==> config.mk <==
export PLATFORM = sky130hd
export DESIGN_NAME = bsbm_cfg
export DESIGN_NICKNAME = d
export VERILOG_FILES = /design/src/hw/rtl/bsbm_pkg.sv /design/src/hw/rtl/bsbm_cfg.sv
export VERILOG_INCLUDE_DIRS = /design/src /design/src/hw/rtl
export SDC_FILE = /design/constraint.sdc
export NUM_CORES = 2
export LEC_CHECK = 0
export BUFFER_PORTS_ARGS = -buffer_cell sky130_fd_sc_hd__buf_2
export CORE_MARGIN = 2
export CORE_UTILIZATION = 40
export CTS_BUF_LIST = sky130_fd_sc_hd__clkbuf_16
export CTS_CLUSTER_DIAMETER = 100
export DETAILED_ROUTE_END_ITERATION = 10
export RECOVER_POWER = 100
export SLEW_MARGIN = 5
export SYNTH_ARGS = -nofsm -noshare
export SYNTH_HDL_FRONTEND = slang
export SYNTH_SLANG_ARGS = --single-unit
==> constraint.sdc <==
create_clock -name i_clk -period 24.3 [get_ports i_clk]
set_input_delay 4.86 -clock i_clk [delete_from_list [all_inputs] [get_ports i_clk]]
set_output_delay 4.86 -clock i_clk [all_outputs]
set_load 0.02 [all_outputs]
==> src/hw/rtl/binomial_sampler_table_box_muller_core_macros.svh <==
// assertion macros shared by the sampler rtl
`ifndef BINOMIAL_SAMPLER_TABLE_BOX_MULLER_CORE_MACROS_SVH
`define BINOMIAL_SAMPLER_TABLE_BOX_MULLER_CORE_MACROS_SVH

`ifndef SYNTH
`define BSBM_ASSERT_NOW(label, ante, cons) \
    label: assert property (@(posedge i_clk) disable iff (!i_rst_n) (ante) |-> (cons)) \
        else $error("same-cycle check failed");
`define BSBM_ASSERT_NEXT(label, ante, cons) \
    label: assert property (@(posedge i_clk) disable iff (!i_rst_n) (ante) |=> (cons)) \
        else $error("next-cycle check failed");
`else
`define BSBM_ASSERT_NOW(label, ante, cons)
`define BSBM_ASSERT_NEXT(label, ante, cons)
`endif

`endif

==> src/hw/rtl/bsbm_pkg.sv <==
package bsbm_pkg;

    localparam int TABLE_ENTRIES  = 256;
    localparam int ADDR_W         = 8;
    localparam int DEF_COUNT_BITS = 16;

    localparam int RAND_W     = 16;
    localparam int TRIALS_W   = 16;
    localparam int PROB_W     = 17;
    localparam int SAMPLE_W   = 16;
    localparam int CFG_DATA_W = 17;
    localparam int CFG_IDX_W  = 1;

    localparam int RAD_W  = 16;
    localparam int CMAG_W = 15;
    localparam int ZMAG_W = RAD_W + CMAG_W;
    localparam int PQ_W   = 31;

    localparam logic [PROB_W-1:0] PROB_ONE   = 17'h10000;
    localparam logic [PROB_W-1:0] PROB_RESET = 17'h08000;

    localparam logic [CFG_IDX_W-1:0] REG_TRIALS      = 1'b0;
    localparam logic [CFG_IDX_W-1:0] REG_PROBABILITY = 1'b1;

    typedef enum logic [1:0] {
        S_IDLE,
        S_PQ,
        S_VAR,
        S_SQRT
    } t_cfg_state;

    typedef logic [TABLE_ENTRIES-1:0][RAD_W-1:0] t_rad_rom;
    typedef logic [TABLE_ENTRIES-1:0][CMAG_W:0]  t_ang_rom;

    localparam logic [63:0] LN2_Q32 = 64'd2977044472;
    localparam logic [63:0] PI_Q30  = 64'd3373259426;
    localparam logic [63:0] DENOM   = 64'd257;

    // restoring divide, elaboration only
    function automatic logic [63:0] udiv64(input logic [63:0] num, input logic [63:0] den);
        logic [63:0] quo;
        logic [64:0] rem;
        quo = '0;
        rem = '0;
        for (int b = 63; b >= 0; b--) begin
            rem = {rem[63:0], num[b]};
            if (rem >= {1'b0, den}) begin
                rem    = rem - {1'b0, den};
                quo[b] = 1'b1;
            end
        end
        return quo;
    endfunction

    function automatic logic [63:0] isqrt64(input logic [63:0] x);
        logic [63:0] rem;
        logic [63:0] res;
        logic [63:0] bit_v;
        rem   = x;
        res   = '0;
        bit_v = 64'd1 << 62;
        for (int j = 0; j < 32; j++) begin
            if (rem >= res + bit_v) begin
                rem = rem - (res + bit_v);
                res = (res >> 1) + bit_v;
            end else begin
                res = res >> 1;
            end
            bit_v = bit_v >> 2;
        end
        return res;
    endfunction

    function automatic logic [63:0] ln_int_q32(input logic [63:0] k);
        logic [63:0] m;
        logic [63:0] p2;
        logic [63:0] z;
        logic [63:0] zz;
        logic [63:0] t;
        logic [63:0] sum;
        m  = '0;
        p2 = 64'd1;
        for (int j = 0; j < 21; j++) begin
            if (p2 * 64'd2 <= k) begin
                p2 = p2 * 64'd2;
                m  = m + 64'd1;
            end
        end
        z   = udiv64((k - p2) << 32, k + p2);
        zz  = (z * z) >> 32;
        t   = z;
        sum = z;
        for (int j = 1; j < 16; j++) begin
            t   = (t * zz) >> 32;
            sum = sum + udiv64(t, 64'(2 * j + 1));
        end
        return m * LN2_Q32 + 64'd2 * sum;
    endfunction

    function automatic logic [63:0] cos_q30(input logic [63:0] num);
        logic [63:0]        a;
        logic [63:0]        a2;
        logic [63:0]        tm;
        logic signed [63:0] sum;
        a   = udiv64(PI_Q30 * num, DENOM);
        a2  = (a * a) >> 30;
        tm  = 64'd1 << 30;
        sum = signed'(tm);
        for (int j = 1; j <= 12; j++) begin
            tm = udiv64((tm * a2) >> 30, 64'((2 * j - 1) * (2 * j)));
            if ((j & 1) != 0) begin
                sum = sum - signed'(tm);
            end else begin
                sum = sum + signed'(tm);
            end
        end
        return (sum < 0) ? 64'd0 : unsigned'(sum);
    endfunction

    // sqrt(-2 ln((i+1)/257)) in q2.14
    function automatic t_rad_rom radius_rom();
        t_rad_rom    rom;
        logic [63:0] ln_top;
        logic [63:0] k;
        logic [63:0] v;
        logic [63:0] s;
        ln_top = ln_int_q32(DENOM);
        for (int i = 0; i < TABLE_ENTRIES; i++) begin
            k      = 64'(i) + 64'd1;
            v      = 64'd2 * (ln_top - ln_int_q32(k));
            s      = isqrt64(v << 26);
            rom[i] = RAD_W'((s + (64'd1 << 14)) >> 15);
        end
        return rom;
    endfunction

    // cos(2 pi (i+1)/257) as sign and q1.14 magnitude
    function automatic t_ang_rom angle_rom();
        t_ang_rom    rom;
        logic [63:0] k;
        logic [63:0] kk;
        logic [63:0] num;
        logic [63:0] c;
        logic        neg;
        for (int i = 0; i < TABLE_ENTRIES; i++) begin
            k   = 64'(i) + 64'd1;
            kk  = (k <= DENOM - k) ? k : DENOM - k;
            num = 64'd2 * kk;
            neg = 1'b0;
            if (64'd2 * num > DENOM) begin
                neg = 1'b1;
                num = DENOM - num;
            end
            c      = (cos_q30(num) + (64'd1 << 15)) >> 16;
            rom[i] = {neg && (c != 64'd0), CMAG_W'(c)};
        end
        return rom;
    endfunction

endpackage

==> src/hw/rtl/bsbm_cfg.sv <==
`include "binomial_sampler_table_box_muller_core_macros.svh"

module bsbm_cfg #(
    parameter int  COUNT_BITS = bsbm_pkg::DEF_COUNT_BITS,
    localparam int N_W        = (COUNT_BITS < bsbm_pkg::TRIALS_W) ? COUNT_BITS
                                                                   : bsbm_pkg::TRIALS_W,
    localparam int MEAN_W     = N_W + bsbm_pkg::PROB_W,
    localparam int VAR_W      = N_W + bsbm_pkg::PQ_W,
    localparam int SD_W       = (VAR_W + 1) / 2
) (
    input  logic                              i_clk,
    input  logic                              i_rst_n,
    input  logic                              i_cfg_we,
    input  logic [bsbm_pkg::CFG_IDX_W-1:0]    i_cfg_index,
    input  logic [bsbm_pkg::CFG_DATA_W-1:0]   i_cfg_data,
    output logic [N_W-1:0]                    o_trials,
    output logic [MEAN_W-1:0]                 o_mean,
    output logic [SD_W-1:0]                   o_sd,
    output logic                              o_busy
);
    import bsbm_pkg::*;

    localparam int SQ_W  = 2 * SD_W;
    localparam int REM_W = SD_W + 3;
    localparam int CNT_W = $clog2(SD_W);

    t_cfg_state r_state;
    t_cfg_state n_state;

    logic [N_W-1:0]       r_trials;
    logic [PROB_W-1:0]    r_prob;
    logic [PROB_W-1:0]    w_pclip;
    logic [PROB_W-1:0]    w_qclip;
    logic [2*PROB_W-1:0]  w_pq_full;
    logic [MEAN_W-1:0]    w_mean_full;
    logic [VAR_W-1:0]     w_var_full;
    logic [PQ_W-1:0]      r_pq;
    logic [PQ_W-1:0]      n_pq;
    logic [MEAN_W-1:0]    r_mean;
    logic [MEAN_W-1:0]    n_mean;
    logic [SQ_W-1:0]      r_sh;
    logic [SQ_W-1:0]      n_sh;
    logic [REM_W-1:0]     r_rem;
    logic [REM_W-1:0]     n_rem;
    logic [REM_W-1:0]     w_rem_sh;
    logic [REM_W-1:0]     w_trial;
    logic [SD_W-1:0]      r_root;
    logic [SD_W-1:0]      n_root;
    logic [CNT_W-1:0]     r_cnt;
    logic [CNT_W-1:0]     n_cnt;
    logic                 w_ge;
    logic                 w_root_phase;

    always_ff @(posedge i_clk) begin
        if (!i_rst_n) begin
            r_trials <= '0;
            r_prob   <= PROB_RESET;
        end else if (i_cfg_we) begin
            case (i_cfg_index)
                REG_TRIALS: begin
                    r_trials <= i_cfg_data[N_W-1:0];
                end
                REG_PROBABILITY: begin
                    r_prob <= i_cfg_data[PROB_W-1:0];
                end
                default: begin
                end
            endcase
        end
    end

    // probability above one acts as one
    assign w_pclip     = (r_prob > PROB_ONE) ? PROB_ONE : r_prob;
    assign w_qclip     = PROB_ONE - w_pclip;
    assign w_pq_full   = (2*PROB_W)'(w_pclip) * (2*PROB_W)'(w_qclip);
    assign w_mean_full = MEAN_W'(r_trials) * MEAN_W'(w_pclip);
    assign w_var_full  = VAR_W'(r_trials) * VAR_W'(r_pq);

    // one root bit per cycle
    assign w_rem_sh = {r_rem[SD_W:0], r_sh[SQ_W-1 -: 2]};
    assign w_trial  = {1'b0, r_root, 2'b01};
    assign w_ge     = w_rem_sh >= w_trial;

    assign w_root_phase = (r_state == S_SQRT) || (r_state == S_IDLE);

    always_ff @(posedge i_clk) begin
        if (!i_rst_n) begin
            r_state <= S_PQ;
        end else begin
            r_state <= n_state;
        end
    end

    always_ff @(posedge i_clk) begin
        r_pq   <= n_pq;
        r_mean <= n_mean;
        r_sh   <= n_sh;
        r_rem  <= n_rem;
        r_root <= n_root;
        r_cnt  <= n_cnt;
    end

    always_comb begin
        n_state = r_state;
        n_pq    = r_pq;
        n_mean  = r_mean;
        n_sh    = r_sh;
        n_rem   = r_rem;
        n_root  = r_root;
        n_cnt   = r_cnt;
        o_busy  = r_state != S_IDLE;
        case (r_state)
            S_IDLE: begin
            end
            S_PQ: begin
                n_pq    = w_pq_full[PQ_W-1:0];
                n_mean  = w_mean_full;
                n_state = S_VAR;
            end
            S_VAR: begin
                n_sh    = SQ_W'(w_var_full);
                n_rem   = '0;
                n_root  = '0;
                n_cnt   = CNT_W'(SD_W - 1);
                n_state = S_SQRT;
            end
            S_SQRT: begin
                n_sh   = r_sh << 2;
                n_rem  = w_ge ? (w_rem_sh - w_trial) : w_rem_sh;
                n_root = {r_root[SD_W-2:0], w_ge};
                if (r_cnt == '0) begin
                    n_state = S_IDLE;
                end else begin
                    n_cnt = r_cnt - CNT_W'(1);
                end
            end
            default: begin
                n_state = S_IDLE;
            end
        endcase
        // any write restarts the scale computation
        if (i_cfg_we) begin
            n_state = S_PQ;
        end
    end

    assign o_trials = r_trials;
    assign o_mean   = r_mean;
    assign o_sd     = r_root;

    `BSBM_ASSERT_NEXT(a_write_restarts, i_cfg_we, r_state == S_PQ)
    `BSBM_ASSERT_NOW(a_root_remainder_bound, w_root_phase, r_rem <= (REM_W'(r_root) << 1))

endmodule

After elaboration in Yosys (flattened, before gate mapping)
Cells that the tools add are included.
{"block": "op_classes", "eq_ne": 5, "reduce_logical": 9, "muxes": 9, "n_lt_le_gt_ge": 2, "mul": 3, "n_addsub": 3, "bitwise": 2}
{"cell": "48-bit case mux with 2 select lines", "count": 1}
{"cell": "25-bit case mux with 2 select lines", "count": 1}
{"cell": "24-bit case mux with 2 select lines", "count": 1}
{"cell": "16-bit by 31-bit multiplier with 47-bit output", "count": 1}
{"cell": "16-bit by 17-bit multiplier with 33-bit output", "count": 1}
{"cell": "17-bit by 17-bit multiplier with 31-bit output", "count": 1}
{"cell": "27-bit by 26-bit >= comparator with 1-bit output", "count": 1}
{"cell": "25-bit 2-to-1 mux", "count": 1}
{"cell": "25-bit subtractor", "count": 1}
{"cell": "17-bit > comparator (second input constant)", "count": 1}
{"cell": "17-bit 2-to-1 mux", "count": 1}
{"cell": "17-bit subtractor (first input constant)", "count": 1}
{"cell": "5-bit case mux with 2 select lines", "count": 1}
{"cell": "2-bit AND reduction", "count": 4}
{"cell": "2-bit case mux with 3 select lines", "count": 1}
{"cell": "5-bit logical NOT", "count": 1}
{"cell": "5-bit 2-to-1 mux", "count": 1}
{"cell": "5-bit by 1-bit subtractor with 5-bit output (second input constant)", "count": 1}
{"cell": "2-bit == test (second input constant)", "count": 2}
{"cell": "2-bit nonzero test", "count": 2}
{"cell": "3-bit nonzero test", "count": 1}
{"cell": "2-bit by 1-bit == test with 1-bit output (second input constant)", "count": 1}
{"cell": "2-bit 2-to-1 mux", "count": 1}
{"cell": "2-bit by 1-bit inequality test with 1-bit output (second input constant)", "count": 1}
{"cell": "other kinds (3)", "count": 4}
{"block": "word_totals", "elab_cells": 42, "regBits": 201}

Longest topological paths before layout
{"block": "depth", "word_depth": 4, "ltp_mapped": 37, "depth_no_buf": 33}

Least setup slack after synthesis
No wires, ideal clock.
{"block": "synth_path", "path_type": "flip-flop to flip-flop", "from": "reg r_prob[8]", "to": "reg r_pq[30] (data pin)", "path_slack_ns": 16.200, "t_arrival_ns": 7.942, "path_stages_with_launch": 35, "n_path_buf": 4, "required_time_ns": 24.142, "setup_time_ns": 0.158, "synth_period_minus_slack_ns": 8.100, "cell_sequence": "dfxtp_1 > clkbuf_1 > nor4_1 > nand4_1 > o41ai_2 > clkbuf_1 > and2_1 > buf_2 > inv_2 > ha_1 > inv_1 > nor4_1 > nand3_1 > inv_1 > nand2_1 > nor4_1 > ha_1 > clkbuf_1 > nor2_1 > fa_1 > inv_1 > fa_1 > fa_1 > inv_1 > fa_1 > fa_1 > fa_1 > ha_1 > and3_1 > a221o_1 > o21bai_1 > a211oi_1 > o21ai_1 > a2111o_1 > o211ai_1"}
{"block": "synth_between", "elab_chain_cells": 4}
{"element": "start, declared", "line_no": "bsbm_cfg.sv:31", "text": "logic [PROB_W-1:0] r_prob;"}
{"element": "start signal, assigned", "line_no": "bsbm_cfg.sv:64", "text": "r_prob <= i_cfg_data[PROB_W-1:0];"}
{"element": "17-bit > comparator", "line_no": "bsbm_cfg.sv:73", "text": "assign w_pclip = (r_prob > PROB_ONE) ? PROB_ONE : r_prob;"}
{"element": "17-bit 2-to-1 mux (*)", "line_no": "bsbm_cfg.sv:73"}
{"element": "17-bit subtractor", "line_no": "bsbm_cfg.sv:74", "text": "assign w_qclip = PROB_ONE - w_pclip;"}
{"element": "17-bit by 17-bit multiplier with 31-bit output (*)", "line_no": "bsbm_cfg.sv:75", "text": "assign w_pq_full = (2*PROB_W)'(w_pclip) * (2*PROB_W)'(w_qclip);"}
{"element": "named net w_pq_full[30]", "line_no": "bsbm_cfg.sv:34", "text": "logic [2*PROB_W-1:0] w_pq_full;"}
{"element": "end signal, assigned", "line_no": "bsbm_cfg.sv:95", "text": "r_pq <= n_pq;"}
{"element": "end, declared", "line_no": "bsbm_cfg.sv:37", "text": "logic [PQ_W-1:0] r_pq;"}
The timed path passes the listed nets; every way through them passes the cells marked *.
A chain may end at the register's enable or synchronous reset.

Worst setup path in the final report
Ends and elaborated chain as after synthesis.

==> run metrics <==
status=finished, violations left; violated checks=max-capacitance violations, max-slew violations; Tcrit/Tclk final=between 40% and 50%; filler instances=10300; clk_lat worst skew=600 ps; Final nets=5808; initial antenna violation count=2; Data required, critical path=between 20000 and 25000 ps; Seq/Total Area, Yosys=between 10% and 20%; Overflow after GRT=0; crit path capture type=register; Hold Path Class=register to register; ys async rst share=0%; # DRC=0; Final WS setup=12680 ps; Least-Margin Pin Slew=slightly below 4000 ps; Die W=about 330 um; total power=2.89 mW; post-CTS sizing=0; DP Area=44300 um^2; min cycle time layout=~12000 ps; slowest stage cell, crit path=clkbuf_1; Yosys reg bits=about 200; largest vdd supply drop=approximately 0.063 mV; RSZ-0062 raised after global routing=false; Arr. time, crit path=12020 ps; Num CTS Buffers=28; routed len/inst=18.8 um; Pwr per Cell Area=about 64 nW/um^2; Post-Synthesis Cell Area=42500 um^2; WS Path Type=register to register; Synth Area per Inst=9.19 um^2; Worst setup SP type=register; largest net degree at the start of global routing=94; clk sinks=201; die area=109000 um^2; reg2reg setup slack=around 13000 ps; first-pass GRT wire length=about 180000 um; Post-synth EDFFs=~170; CTS root buf=clkbuf_16; final antenna-violating net count=0; Vias=31000; Initial DRC Count=between 2000 and 2500; final wirelength=~110000 um; Worst slew margin=-158%; Cell variety after synth=86; clk_skew=45.9 ps; Cell Rows=roughly 120; Max Fclk=around 86 MHz; CP max stage delay=1160 ps; warning count from the yosys run=0; area of the multi-input gates=32300 um^2; final hold viol count=0; DP HPWL=84800 um; cells after synthesis=4624; leakage=about 21 nW; Post-CTS Hold Buffers=0; initial core utilization=40.4%; GP Congestion=between 0.9 and 1; setup TNS=0 ps; Max Slew Vio Count=around 650; Vias/cell=5.17; Die Y-Extent=approximately 330 um; Longest Clk Path Bufs=3; pre-CTS setup slack=between 10000 and 15000 ps; vias in the first global route=roughly 33000; H-tree depth=1; Area growth, synth to finish=6.09%; post-route cell area=45100 um^2; share of layout cells above drive strength 1=3.16%; # IOs=95; clk slew on worst S/H paths=60 ps; Synth Flop Type=edfxtp_1; Final setup viols=0; Register Area=~5700 um^2; Max-cap violations=14; CTS tree=built; # port buffers=94; total core area=105000 um^2; crit-path max FO=50; TritonRoute pass-1 iters=7; Post-CTS Setup Inserts=0; Tot GR Track Use=between 20% and 30%
[layout make-up]
cell class                 count  area share, %
antenna                        2         0.0111
clock buffer                  31           1.72
clock inverter                21          0.452
inverter                     959           7.99
multi-input combinational   3256           71.7
sequential                   201           12.6
tap                         1391           3.86
timing repair buffer         145           1.59
[cells in the final DEF, fill, tap and decap left out, types with 59 or more instances in the layout]
cell type and instances:
inv_1 956, fa_1 834, nand2_1 730, ha_1 362
and2_1 215, nor2_1 207, edfxtp_1 166, nand2b_1 145
a21oi_1 100, clkbuf_1 79, o21ai_0 78, xnor2_1 75
and3_1 61, a21o_1 59
[report_power, final]
group	total, mW	internal, mW	switching, mW	leakage (nW)
registers	0.635	0.502	0.133	1.92
clock network	0.443	0.263	0.180	0.500
logic	1.82	0.707	1.11	18.3
[metrics by stage]
stage	util [%]	instances	hold WS [ps]
final	42.8	6006	473
after floorplan	-	4635	470
after global placement	42.1	5952	452
after CTS	43.1	6004	469
after detailed placement	42.1	5952	461
after global routing	42.8	6004	503
[layer usage]
metal | GRT usage, % | vias to the layer above | share of wire, %
li1 | - | 14000 | -
met1 | 29.8 | 15800 | 43
met2 | 34.5 | 1032 | 46
met3 | 3.74 | 153 | 8.2
met4 | 5.59 | 2 | 2.8
met5 | 0 | - | 0.011
[worst paths after layout]
kind	startpoint	end	depth (start not counted)
setup / recovery	r_prob[8]$_SDFFE_PN0P_	r_pq[30]$_DFFE_PN_	33
hold / removal	o_trials[11]$_SDFFE_PN0P_	o_trials[11]$_SDFFE_PN0P_	2
setup reg to reg	r_prob[8]$_SDFFE_PN0P_	r_pq[30]$_DFFE_PN_	33
hold reg to reg	o_trials[11]$_SDFFE_PN0P_	o_trials[11]$_SDFFE_PN0P_	2
[worst max-delay path, delay by kind of cell, from the launching register on]
family	cells	cell delay, ps
AOI/OAI and AO/OA	6	2170
adders and majority gates	9	4410
buffers and inverters	9	2780
DFF	1	470
and+or+nand+nor	9	1590
[cells in the mapped netlist (all sizes together) (5+ instances only)]
master,instances,area share (%)
and4,9,0.19
or3,7,0.10
fa,834,39
a2111oi,5,0.18
a21o,60,1.1
a211o,7,0.14
edfxtp,166,12
ha,362,11
o2111ai,8,0.16
a211oi,16,0.32
o211ai,10,0.19
clkbuf,206,1.8
o31ai,15,0.32
xor2,42,0.87
o21ai,88,1.0
nor2b,19,0.28
dfxtp,35,1.6
or2,5,0.074
a21oi,101,1.2
nand4,14,0.21
o21bai,15,0.27
mux2i,20,0.47
a21boi,38,0.68
nor4,9,0.13
inv,957,8.5
a31oi,7,0.10
and2,218,3.2
and3,61,0.90
nor3b,5,0.088
xnor2,75,1.5
buf,13,0.18
nand2,730,6.4
o21a,24,0.42
nor2,207,1.8
nor3,14,0.16
a31o,5,0.10
nand2b,145,2.1
nand3,28,0.33
[kinds of logic after synthesis]
group                      count (synthesis)  synth area share [%]
AOI/OAI and AO/OA                        424                  6.85
other                                      2                0.0177
adders and majority gates               1196                  50.0
xor gates and xnor gates                 117                  2.41
DFF                                      201                  13.4
and+or+nand+nor                         1482                  16.3
buffers and inverters                   1178                  10.5
muxes                                     24                 0.577
[state kept, by name, summed over array words and instances (netlist names), 5 cells and up]
signal / flops
r_rem: 25
o_trials: 16
r_cnt: 5
r_prob: 17
r_pq: 31
r_sh: 48
o_mean: 33
o_sd: 24
Power figures use the tool's default switching activity.
